<file path="src/rtl/sha_pkg.sv">
`default_nettype none
package sha_pkg;

    localparam int SENSOR_COUNT = 4;
    localparam int READING_W    = 12;
    localparam int QUOT_W       = 12;
    localparam int STEP_W       = $clog2(QUOT_W);

    typedef enum logic [2:0] {
        ST_IDLE,
        ST_SUM,
        ST_DRAIN,
        ST_DIV,
        ST_DONE
    } state_t;

    typedef struct packed {
        logic load;      // write row, bump count and slot, clear sums
        logic rd_en;     // read history row and advance pointer
        logic div_step;  // one restoring division step on every lane
        logic out_load;  // move quotients into the output register
    } cmd_t;

    typedef struct packed {
        logic rd_last;
        logic div_last;
    } status_t;

endpackage
`default_nettype wire

</file>
<file path="src/rtl/sha_controller.sv">
`default_nettype none
module sha_controller (
    input  wire              aclk,
    input  wire              aresetn,
    input  wire              s_valid,
    output logic             s_ready,
    output logic             m_valid,
    input  wire              m_ready,
    input  sha_pkg::status_t status,
    output sha_pkg::cmd_t    cmd
);

    sha_pkg::state_t state_reg, state_next;
    logic            m_valid_reg, m_valid_next;

    always_ff @(posedge aclk) begin
        if (!aresetn) begin
            state_reg   <= sha_pkg::ST_IDLE;
            m_valid_reg <= 1'b0;
        end else begin
            state_reg   <= state_next;
            m_valid_reg <= m_valid_next;
        end
    end

    always_comb begin
        state_next = state_reg;
        cmd        = '0;
        s_ready    = 1'b0;
        case (state_reg)
            sha_pkg::ST_IDLE: begin
                s_ready = 1'b1;
                if (s_valid) begin
                    cmd.load   = 1'b1;
                    state_next = sha_pkg::ST_SUM;
                end
            end
            sha_pkg::ST_SUM: begin
                cmd.rd_en = 1'b1;
                if (status.rd_last) begin
                    state_next = sha_pkg::ST_DRAIN;
                end
            end
            // last read data lands in the sums
            sha_pkg::ST_DRAIN: begin
                state_next = sha_pkg::ST_DIV;
            end
            sha_pkg::ST_DIV: begin
                cmd.div_step = 1'b1;
                if (status.div_last) begin
                    state_next = sha_pkg::ST_DONE;
                end
            end
            sha_pkg::ST_DONE: begin
                if (!m_valid_reg || m_ready) begin
                    cmd.out_load = 1'b1;
                    state_next   = sha_pkg::ST_IDLE;
                end
            end
            default: begin
                state_next = sha_pkg::ST_IDLE;
            end
        endcase

        if (cmd.out_load) begin
            m_valid_next = 1'b1;
        end else if (m_ready) begin
            m_valid_next = 1'b0;
        end else begin
            m_valid_next = m_valid_reg;
        end
    end

    assign m_valid = m_valid_reg;

endmodule
`default_nettype wire

</file>
<file path="src/rtl/sha_datapath.sv">
`default_nettype none
module sha_datapath #(
    parameter int HISTORY_DEPTH = 8
) (
    input  wire                             aclk,
    input  wire                             aresetn,
    input  sha_pkg::cmd_t                   cmd,
    output sha_pkg::status_t                status,
    input  wire  [sha_pkg::READING_W-1:0]   s_reading_left,
    input  wire  [sha_pkg::READING_W-1:0]   s_reading_front_a,
    input  wire  [sha_pkg::READING_W-1:0]   s_reading_front_b,
    input  wire  [sha_pkg::READING_W-1:0]   s_reading_right,
    output logic [sha_pkg::QUOT_W-1:0]      m_average_left,
    output logic [sha_pkg::QUOT_W-1:0]      m_average_front_a,
    output logic [sha_pkg::QUOT_W-1:0]      m_average_front_b,
    output logic [sha_pkg::QUOT_W-1:0]      m_average_right
);

    localparam int ADDR_W = (HISTORY_DEPTH > 1) ? $clog2(HISTORY_DEPTH) : 1;
    localparam int CNT_W  = $clog2(HISTORY_DEPTH + 1);
    localparam int SUM_W  = sha_pkg::READING_W + CNT_W;
    localparam int ROW_W  = sha_pkg::SENSOR_COUNT * sha_pkg::READING_W;
    localparam int LANES  = sha_pkg::SENSOR_COUNT;
    localparam int RW     = sha_pkg::READING_W;
    localparam int QW     = sha_pkg::QUOT_W;

    logic [ROW_W-1:0] hist_mem [HISTORY_DEPTH];
    logic [ROW_W-1:0] rd_data_reg;
    logic             rd_valid_reg;

    logic [ADDR_W-1:0] slot_reg, slot_next;
    logic [CNT_W-1:0]  count_reg, count_next;
    logic [ADDR_W-1:0] rd_ptr_reg;
    logic [sha_pkg::STEP_W-1:0] step_reg;

    logic [SUM_W-1:0] acc_reg  [LANES];
    logic [QW-1:0]    quot_reg [LANES];
    logic [QW-1:0]    out_reg  [LANES];

    logic [ROW_W-1:0] wr_row;
    logic [SUM_W-1:0] divisor;

    assign wr_row = {s_reading_right, s_reading_front_b, s_reading_front_a, s_reading_left};

    always_comb begin
        slot_next = (slot_reg == ADDR_W'(HISTORY_DEPTH - 1)) ? '0 : slot_reg + 1'b1;
        count_next = (count_reg == CNT_W'(HISTORY_DEPTH)) ? count_reg : count_reg + 1'b1;
        divisor = SUM_W'(count_reg) << step_reg;
        status.rd_last  = (CNT_W'(rd_ptr_reg) + 1'b1) == count_reg;
        status.div_last = (step_reg == '0);
    end

    always_ff @(posedge aclk) begin
        if (cmd.load) begin
            hist_mem[slot_reg] <= wr_row;
        end
        rd_data_reg <= hist_mem[rd_ptr_reg];
    end

    always_ff @(posedge aclk) begin
        if (!aresetn) begin
            slot_reg     <= '0;
            count_reg    <= '0;
            rd_valid_reg <= 1'b0;
        end else begin
            rd_valid_reg <= cmd.rd_en;
            if (cmd.load) begin
                slot_reg  <= slot_next;
                count_reg <= count_next;
            end
        end
    end

    always_ff @(posedge aclk) begin
        if (cmd.load) begin
            rd_ptr_reg <= '0;
            step_reg   <= sha_pkg::STEP_W'(QW - 1);
        end else begin
            if (cmd.rd_en) begin
                rd_ptr_reg <= rd_ptr_reg + 1'b1;
            end
            if (cmd.div_step) begin
                step_reg <= step_reg - 1'b1;
            end
        end
    end

    // per-lane accumulate, then restoring divide by the stored count in place
    always_ff @(posedge aclk) begin
        for (int s = 0; s < LANES; s++) begin
            if (cmd.load) begin
                acc_reg[s] <= '0;
            end else if (rd_valid_reg) begin
                acc_reg[s] <= acc_reg[s] + SUM_W'(rd_data_reg[s*RW +: RW]);
            end else if (cmd.div_step) begin
                if (acc_reg[s] >= divisor) begin
                    acc_reg[s]  <= acc_reg[s] - divisor;
                    quot_reg[s] <= {quot_reg[s][QW-2:0], 1'b1};
                end else begin
                    quot_reg[s] <= {quot_reg[s][QW-2:0], 1'b0};
                end
            end
            if (cmd.out_load) begin
                out_reg[s] <= quot_reg[s];
            end
        end
    end

    assign m_average_left    = out_reg[0];
    assign m_average_front_a = out_reg[1];
    assign m_average_front_b = out_reg[2];
    assign m_average_right   = out_reg[3];

endmodule
`default_nettype wire

</file>
<file path="src/rtl/sensor_history_average_core.sv">
// channel | valid   | ready   | payload
// input   | s_valid | s_ready | s_reading_left, s_reading_front_a, s_reading_front_b,
//         |         |         | s_reading_right (12 bit each)
// result  | m_valid | m_ready | m_average_left, m_average_front_a, m_average_front_b,
//         |         |         | m_average_right (12 bit each)
//
// each item passes from accept to the next accept through one read per stored row
// of the history memory (separate write and read ports), a drain state,
// a 12-step restoring divide per sensor and one output load
// aresetn clears count, write slot and handshake state; history is not cleared
// a waiting result holds the output register; the next item is taken meanwhile
`default_nettype none
module sensor_history_average_core #(
    parameter int HISTORY_DEPTH = 8
) (
    input  wire                           aclk,
    input  wire                           aresetn,
    input  wire                           s_valid,
    output logic                          s_ready,
    input  wire  [sha_pkg::READING_W-1:0] s_reading_left,
    input  wire  [sha_pkg::READING_W-1:0] s_reading_front_a,
    input  wire  [sha_pkg::READING_W-1:0] s_reading_front_b,
    input  wire  [sha_pkg::READING_W-1:0] s_reading_right,
    output logic                          m_valid,
    input  wire                           m_ready,
    output logic [sha_pkg::QUOT_W-1:0]    m_average_left,
    output logic [sha_pkg::QUOT_W-1:0]    m_average_front_a,
    output logic [sha_pkg::QUOT_W-1:0]    m_average_front_b,
    output logic [sha_pkg::QUOT_W-1:0]    m_average_right
);

    sha_pkg::cmd_t    cmd;
    sha_pkg::status_t status;

    sha_controller u_ctrl (
        .aclk    (aclk),
        .aresetn (aresetn),
        .s_valid (s_valid),
        .s_ready (s_ready),
        .m_valid (m_valid),
        .m_ready (m_ready),
        .status  (status),
        .cmd     (cmd)
    );

    sha_datapath #(
        .HISTORY_DEPTH (HISTORY_DEPTH)
    ) u_dp (
        .aclk              (aclk),
        .aresetn           (aresetn),
        .cmd               (cmd),
        .status            (status),
        .s_reading_left    (s_reading_left),
        .s_reading_front_a (s_reading_front_a),
        .s_reading_front_b (s_reading_front_b),
        .s_reading_right   (s_reading_right),
        .m_average_left    (m_average_left),
        .m_average_front_a (m_average_front_a),
        .m_average_front_b (m_average_front_b),
        .m_average_right   (m_average_right)
    );

`ifndef SYNTH
    a_busy_after_accept: assert property (@(posedge aclk) disable iff (!aresetn)
        (s_valid && s_ready) |=> !s_ready)
        else $error("input taken while an item is in progress");

    a_out_load_free: assert property (@(posedge aclk) disable iff (!aresetn)
        cmd.out_load |-> (!m_valid || m_ready))
        else $error("output register overwritten before it was taken");

    a_one_phase: assert property (@(posedge aclk) disable iff (!aresetn)
        !(cmd.rd_en && cmd.div_step) && !(cmd.load && cmd.out_load))
        else $error("datapath commands overlap");
`endif

endmodule
`default_nettype wire
</file>
<file path="config.mk">
export PLATFORM = sky130hd
export DESIGN_NAME = sensor_history_average_core
export DESIGN_NICKNAME = d
export VERILOG_FILES = /design/src/rtl/sha_pkg.sv /design/src/rtl/sha_controller.sv /design/src/rtl/sha_datapath.sv /design/src/rtl/sensor_history_average_core.sv
export SDC_FILE = /design/constraint.sdc
export NUM_CORES = 1
export LEC_CHECK = 0
export BUFFER_PORTS_ARGS = -buffer_cell sky130_fd_sc_hd__buf_2
export CORE_MARGIN = 8
export CORE_UTILIZATION = 31
export CTS_CLUSTER_DIAMETER = 120
export DETAILED_ROUTE_END_ITERATION = 16
export PLACE_DENSITY_LB_ADDON = 0.3
export RECOVER_POWER = 100
export SLEW_MARGIN = 10
export SYNTH_ARGS = -nofsm -noshare
export SYNTH_HDL_FRONTEND = slang
export SYNTH_SLANG_ARGS = --single-unit
export TNS_END_PERCENT = 50
</file>
<file path="constraint.sdc">
create_clock -name aclk -period 8.7 [get_ports aclk]
set_clock_uncertainty 0.2 [all_clocks]
set_input_delay 0.87 -clock aclk [delete_from_list [all_inputs] [get_ports aclk]]
set_output_delay 0.87 -clock aclk [all_outputs]
set_load 0.01 [all_outputs]
</file>
== Yosys cells after proc, flatten, opt, wreduce, memory -nomap -nowiden ==
Memory sizes are Yosys's and may differ from the RTL's. A register that Yosys moved wholly into a read port is not among the register bits.
Cells that the tools add are included.
Storage, ports and cells
  memory bits (writable): 544
  memories kept: 4
  register bits: 19
Operators by class
  reductions and logical operators: 7
  $add $sub $neg: 13
  order comparisons: 4
  bitwise gates (word level): 13
  mux-type cells: 74
  equality and inequality tests: 11
  shift-type cells: 1
Memories
  u_dp.hist_mem: words 8, bits a word 48, read ports 1, clocked after memory_dff 1, wr ports 1, RTL line sha_datapath.sv:27  | logic [ROW_W-1:0] hist_mem [HISTORY_DEPTH];
  u_dp.acc_reg: words 4, bits a word 16, read ports 4, clocked after memory_dff 0, wr ports 4, RTL line sha_datapath.sv:36  | logic [SUM_W-1:0] acc_reg [LANES];
  u_dp.out_reg: words 4, bits a word 12, read ports 4, clocked after memory_dff 0, wr ports 4, RTL line sha_datapath.sv:38  | logic [QW-1:0] out_reg [LANES];
  u_dp.quot_reg: words 4, bits a word 12, read ports 4, clocked after memory_dff 0, wr ports 4, RTL line sha_datapath.sv:37  | logic [QW-1:0] quot_reg [LANES];
Operators with widths (number)
  16-bit 2-to-1 mux: 8
  16-bit by 12-bit adder with 16-bit output: 4
  16-bit greater-or-equal comparator: 4
  16-bit subtractor: 4
  1-bit 2-to-1 mux: 56
  12-bit 2-to-1 mux: 4
  4-bit by 4-bit left shift with 16-bit output: 1
  3-bit 2-to-1 mux: 5
  3-bit case mux with 5 select lines: 1
  1-bit bitwise OR: 12
  3-bit by 1-bit adder with 3-bit output, second input constant: 2
  3-bit by 2-bit == test with 1-bit output, second input constant: 2
  3-bit == test, second input constant: 2
  2-bit inequality test, second input constant: 3
  3-bit by 1-bit adder with 4-bit output, second input constant: 1
  4-bit by 1-bit adder with 4-bit output, second input constant: 1
  4-bit == test: 1
  4-bit == test, second input constant: 1
  4-bit logical NOT: 1
  4-bit AND reduction: 1
  4-bit by 1-bit subtractor with 4-bit output, second input constant: 1
  3-bit by 1-bit == test with 1-bit output, second input constant: 1
  3-bit logical NOT: 1
  2-bit by 1-bit inequality test with 1-bit output, second input constant: 1
  5 further kinds: 5

== Longest topological paths before layout ==
  word-level depth: 8
  depth in mapped cells: 17

== By module ==
A second synthesis with hierarchy kept.
Second synthesis, totals
  cell total of the unflattened synthesis: 1749
  area, all modules: 27335.0 um2
Modules (own cells, without submodules)
  sha_datapath: times used 1, area each 27074.7 um2, cells each 1723
  sha_controller: times used 1, area each 260.2 um2, cells each 26

== Worst setup path after synthesis ==
No wires, ideal clock.
  kind: in2reg
  start point: input port s_valid
  end point: memory u_dp.hist_mem[0][0] (netlist bit), enable pin
  path buffers: 1
  library setup time: 0.573 ns
  stages on the path: 3
  data required time: 7.927 ns
  arrival time: 5.734 ns
  slack: 2.193 ns
  cells stage by stage: nand2_1 clkbuf_1 nor4_1
On the way
  longest elaborated chain between the ends: 4
Ends and longest elaborated chain
  start: declaration: RTL line sensor_history_average_core.sv:18  | input wire s_valid,
  1-bit 2-to-1 mux: RTL line sha_controller.sv:33  | if (s_valid) begin
  1-bit 2-to-1 mux: RTL line sha_controller.sv:30  | case (state_reg)
  1-bit 2-to-1 mux: RTL line sha_datapath.sv:54  | if (cmd.load) begin
  1-bit 2-to-1 mux (implied by the code): RTL line sha_datapath.sv:55  | hist_mem[slot_reg] <= wr_row;
  end: declaration: RTL line sha_datapath.sv:27
Every way passes these cells.

==> results.tsv <==
stage	metric	value	unit
yosys	asyncSetResetFlopFracSynth	0	%
timing	final_setup_tns	0	ps
timing	count_of_endpoints_failing_setup_in_the_final_report	0	
grt	first_global_vias	16500	
placement	dpl.cell_count	3087	
timing	timing.fmax	170	MHz
clock_tree	cts_hold_repair.buffers	0	
critical_path	r2r_start	u_dp.rd_ptr_reg[0]	
layout	syn_to_final_growth	14.4	%
yosys	postSynthRegisterBits	611	
layout	postLayoutCellArea	31400	um^2
placement	placement.cell_area	29300	um^2
placement	place.port_buffers	101	
timing	grt_setup_unrepaired	no	
clock_tree	clkLatencyLatePin	620	ps
power	static_leakage	10.7	nW
status	failing_checks	capacitance limit, slew limit	
yosys	avgSynthCellArea	14.7	um^2
power	power.share.switching	34.9	%
clock_tree	cts_htree_levels	3	
hold_path	hp-class	register to register	
clock_tree	cts.repair_timing.setup_buffer_count	0	
clock_tree	max-clock-path-buffers	3	
floorplan	num_rows	109	
clock_tree	inserted_clock_buffers	70	
floorplan	area_of_the_placeable_core	88100	um^2
timing	timing.final.crit_share	67.5	%
route	dr_total_vias	15900	
route	final_routed_drc_violation_total	0	
route	antenna_violating_nets_post_route	0	
critical_path	worstSetupPathType	register to register	
yosys	synth_enable_flop_cells	543	
power	net-switching-power	3.86	mW
clock_tree	cts-root-buf	clkbuf_16	
flow_run	maxCapViolations	11	
power	share_seq_of_total_power	36.8	%
layout	layout.nets	2168	
floorplan	die_area	98300	um^2
timing	timing.final.hold_violations	0	
timing	maxSlewViolCount	473	
floorplan	fp.dieH	313	um
clock_tree	numClockSinks	611	
clock_tree	tritoncts	done	
critical_path	r2r_setup_slack	2830	ps
floorplan	initial_utilization	31.1	%
placement	globalplace.congestion	0.844	
critical_path	required	8930	ps
floorplan	dieWidth	313	um
critical_path	regToRegEndpoint	u_dp.rd_data_reg[47]	
layout	largest_register_ffs	384	
grt	maximum_number_of_pins_on_one_net_before_global_route_repair	61	
layout	fillers	8485	
timing	tightestPinTransition	3860	ps
layout	layout-drive-gt1-share	11.2	%
status	status	finished, violations left	
yosys	cell_area_after_synthesis	27400	um^2
critical_path	critPathLaunchType	register	
power	peakVddDrop	175	uV
critical_path	timing.critical_path.to_type	register	
clock_tree	cts.reportedPaths.clkPinSlew	60	ps
power	pwr_density_cell	353	nW/um^2
yosys	synth-seq-area-share	64.4	%
grt	grt_remaining_overflow	0	
power	total_power	11.1	mW
timing	relSlewSlack	-157	%
floorplan	num_io_pins	102	
layout	fin_cells	3213	
critical_path	worst-r2r-cell-count	5	
hold_path	min_path_cells	0	
power	comb_power_share	36.9	%
yosys	synthCells	1869	
route	drt_wl_total	61600	um
grt	antenna_found_initial	1	
yosys	synth.lib_cells_used.distinct	85	
yosys	postSynth.topFlopCell	edfxtp_1	
route	routedWlPerCell	19.2	um
hold_path	whs_endpoint	u_dp.out_reg[3][11]	
placement	pre_cts_slack	3110	ps
critical_path	critPathArrivalTime	6100	ps
route	drt_first_iter_violations	1097	
route	drt_pass1_iterations	5	
yosys	postSynthNetCount	2043	
placement	detailedPlacementHpwl	38800	um
timing	timing.final.ws_setup	2830	ps
yosys	synthesis.yosys.warnings	0	
grt	grt_pass1_wl	95600	um
route	via_density	4.96	
hold_path	timing.hold.worst.start	u_dp.quot_reg[3][11]	
critical_path	crit_fanout	41	
power	internal-power	7.20	mW
layout	antenna-diode-count	0	
timing	post-route-min-period	5870	ps
power	power_frac_clock	26.3	%
grt	gr-usage-all-layers	12.3	%
clock_tree	post_cts_resize_count	0	
-- final cells by class --
class | instances | area (um^2) | share of cell area (%)
inverter | 42 | 158 | 0.502
multi-input combinational | 1151 | 9300 | 29.6
tap | 1165 | 1460 | 4.65
clock buffer | 94 | 1930 | 6.16
sequential | 611 | 17700 | 56.3
clock inverter | 32 | 399 | 1.27
timing repair buffer | 118 | 462 | 1.47
-- cells in the mapped netlist (all sizes together) (8+ instances only) --
cell / count / area share, %
a211oi: 13 / 0.37
or3: 12 / 0.27
o211ai: 11 / 0.32
ha: 114 / 5.2
o21a: 12 / 0.33
mux4: 96 / 7.9
buf: 28 / 0.54
o31ai: 8 / 0.34
nand2b: 24 / 0.55
fa: 8 / 0.58
a21o: 23 / 0.63
o22ai: 48 / 1.1
edfxtp: 543 / 59
nor2b: 19 / 0.44
and2: 21 / 0.48
inv: 42 / 0.57
nand2: 243 / 3.3
o21ai: 72 / 1.3
a21oi: 66 / 1.2
and3: 12 / 0.27
o21bai: 11 / 0.30
dfxtp: 68 / 5.0
nand3: 19 / 0.35
xor2: 48 / 1.5
nor3: 31 / 0.58
nor2: 62 / 0.86
clkbuf: 37 / 0.52
xnor2: 59 / 1.9
nand4: 11 / 0.25
-- placed cells by master (no fill, tap or decap), drive strengths merged, types with 5 or more instances in the layout --
| master | Yosys | final |
|---|---|---|
| o211ai | 11 | 11 |
| xnor2 | 59 | 59 |
| a211oi | 13 | 13 |
| nand2 | 243 | 243 |
| ha | 114 | 114 |
| o31ai | 8 | 8 |
| nor2 | 62 | 62 |
| a22o | 5 | 5 |
| clkinv | 0 | 21 |
| a21oi | 66 | 66 |
| o2111ai | 6 | 6 |
| nor4 | 7 | 7 |
| fa | 8 | 8 |
| a21o | 23 | 23 |
| nor3 | 31 | 31 |
| inv | 42 | 45 |
| o32ai | 6 | 6 |
| and3 | 12 | 12 |
| a211o | 5 | 5 |
| o21ai | 72 | 72 |
| edfxtp | 543 | 543 |
| nand4 | 11 | 11 |
| nand3b | 7 | 7 |
| nor2b | 19 | 19 |
| and2 | 21 | 21 |
| o21bai | 11 | 11 |
| mux4 | 96 | 96 |
| dfxtp | 68 | 68 |
| buf | 28 | 7 |
| or3 | 12 | 12 |
| clkbuf | 37 | 205 |
| a31oi | 6 | 6 |
| o22ai | 48 | 48 |
| nand2b | 24 | 24 |
| o21a | 12 | 12 |
| xor2 | 48 | 48 |
| mux2i | 5 | 5 |
| a21boi | 7 | 7 |
| nand3 | 19 | 19 |
-- layer usage --
metal	GRT usage [%]	up-vias	part of all wire [%]
li1	-	7497	-
met1	15.9	7967	44
met2	20.5	357	48
met3	2.57	109	4.9
met4	4.04	0	2.6
met5	0	-	0
-- metrics by stage --
step / utilization, % / hold WS [ps]
detailed placement: 33.3 / 209
global placement: 33.3 / 204
floorplan: - / 200
finish: 35.6 / 220
global route: 35.6 / 228
CTS: 35.9 / 223
-- logic make-up after synthesis --
kind of cell / count (synthesis) / synth area share (%)
DFF: 611 / 64.4
and+or+nand+nor: 480 / 8.09
AOI/OAI and AO/OA: 334 / 8.36
adders and majority gates: 126 / 5.93
xor gates and xnor gates: 107 / 3.42
buffers and inverters: 107 / 1.63
muxes: 104 / 8.19
-- power groups by stage --
stage          clock [mW]  sequential [mW]  combinational [mW]
2_1_floorplan           0             3.91                3.28
3_3_place_gp            0             4.12                4.03
3_5_place_dp            0             4.13                4.10
4_1_cts              3.00             4.07                4.13
5_1_grt              3.11             4.12                4.58
6_report             2.91             4.07                4.08
-- worst max-delay path by stage --
stage                       start              endpoint  slack (ps)  cells after the start
2_1_floorplan             s_valid   u_dp.hist_mem[0][0]        2190                      3
3_3_place_gp     u_dp.step_reg[1]   u_dp.acc_reg[3][14]        3350                     12
3_5_place_dp     u_dp.step_reg[1]   u_dp.acc_reg[3][14]        3110                     12
4_1_cts          u_dp.step_reg[1]   u_dp.acc_reg[3][14]        3080                     12
5_1_grt        u_dp.rd_ptr_reg[0]  u_dp.rd_data_reg[47]        1950                      5
6_report       u_dp.rd_ptr_reg[0]  u_dp.rd_data_reg[47]        2830                      5
-- worst max-delay path: stages (launching register included) --
cell and delay, ps:
dfxtp_1 1770, clkbuf_1 1870, buf_4 930, mux4_2 590
nand2_1 80, nand2_1 170
(Power assumes the default switching activity.)
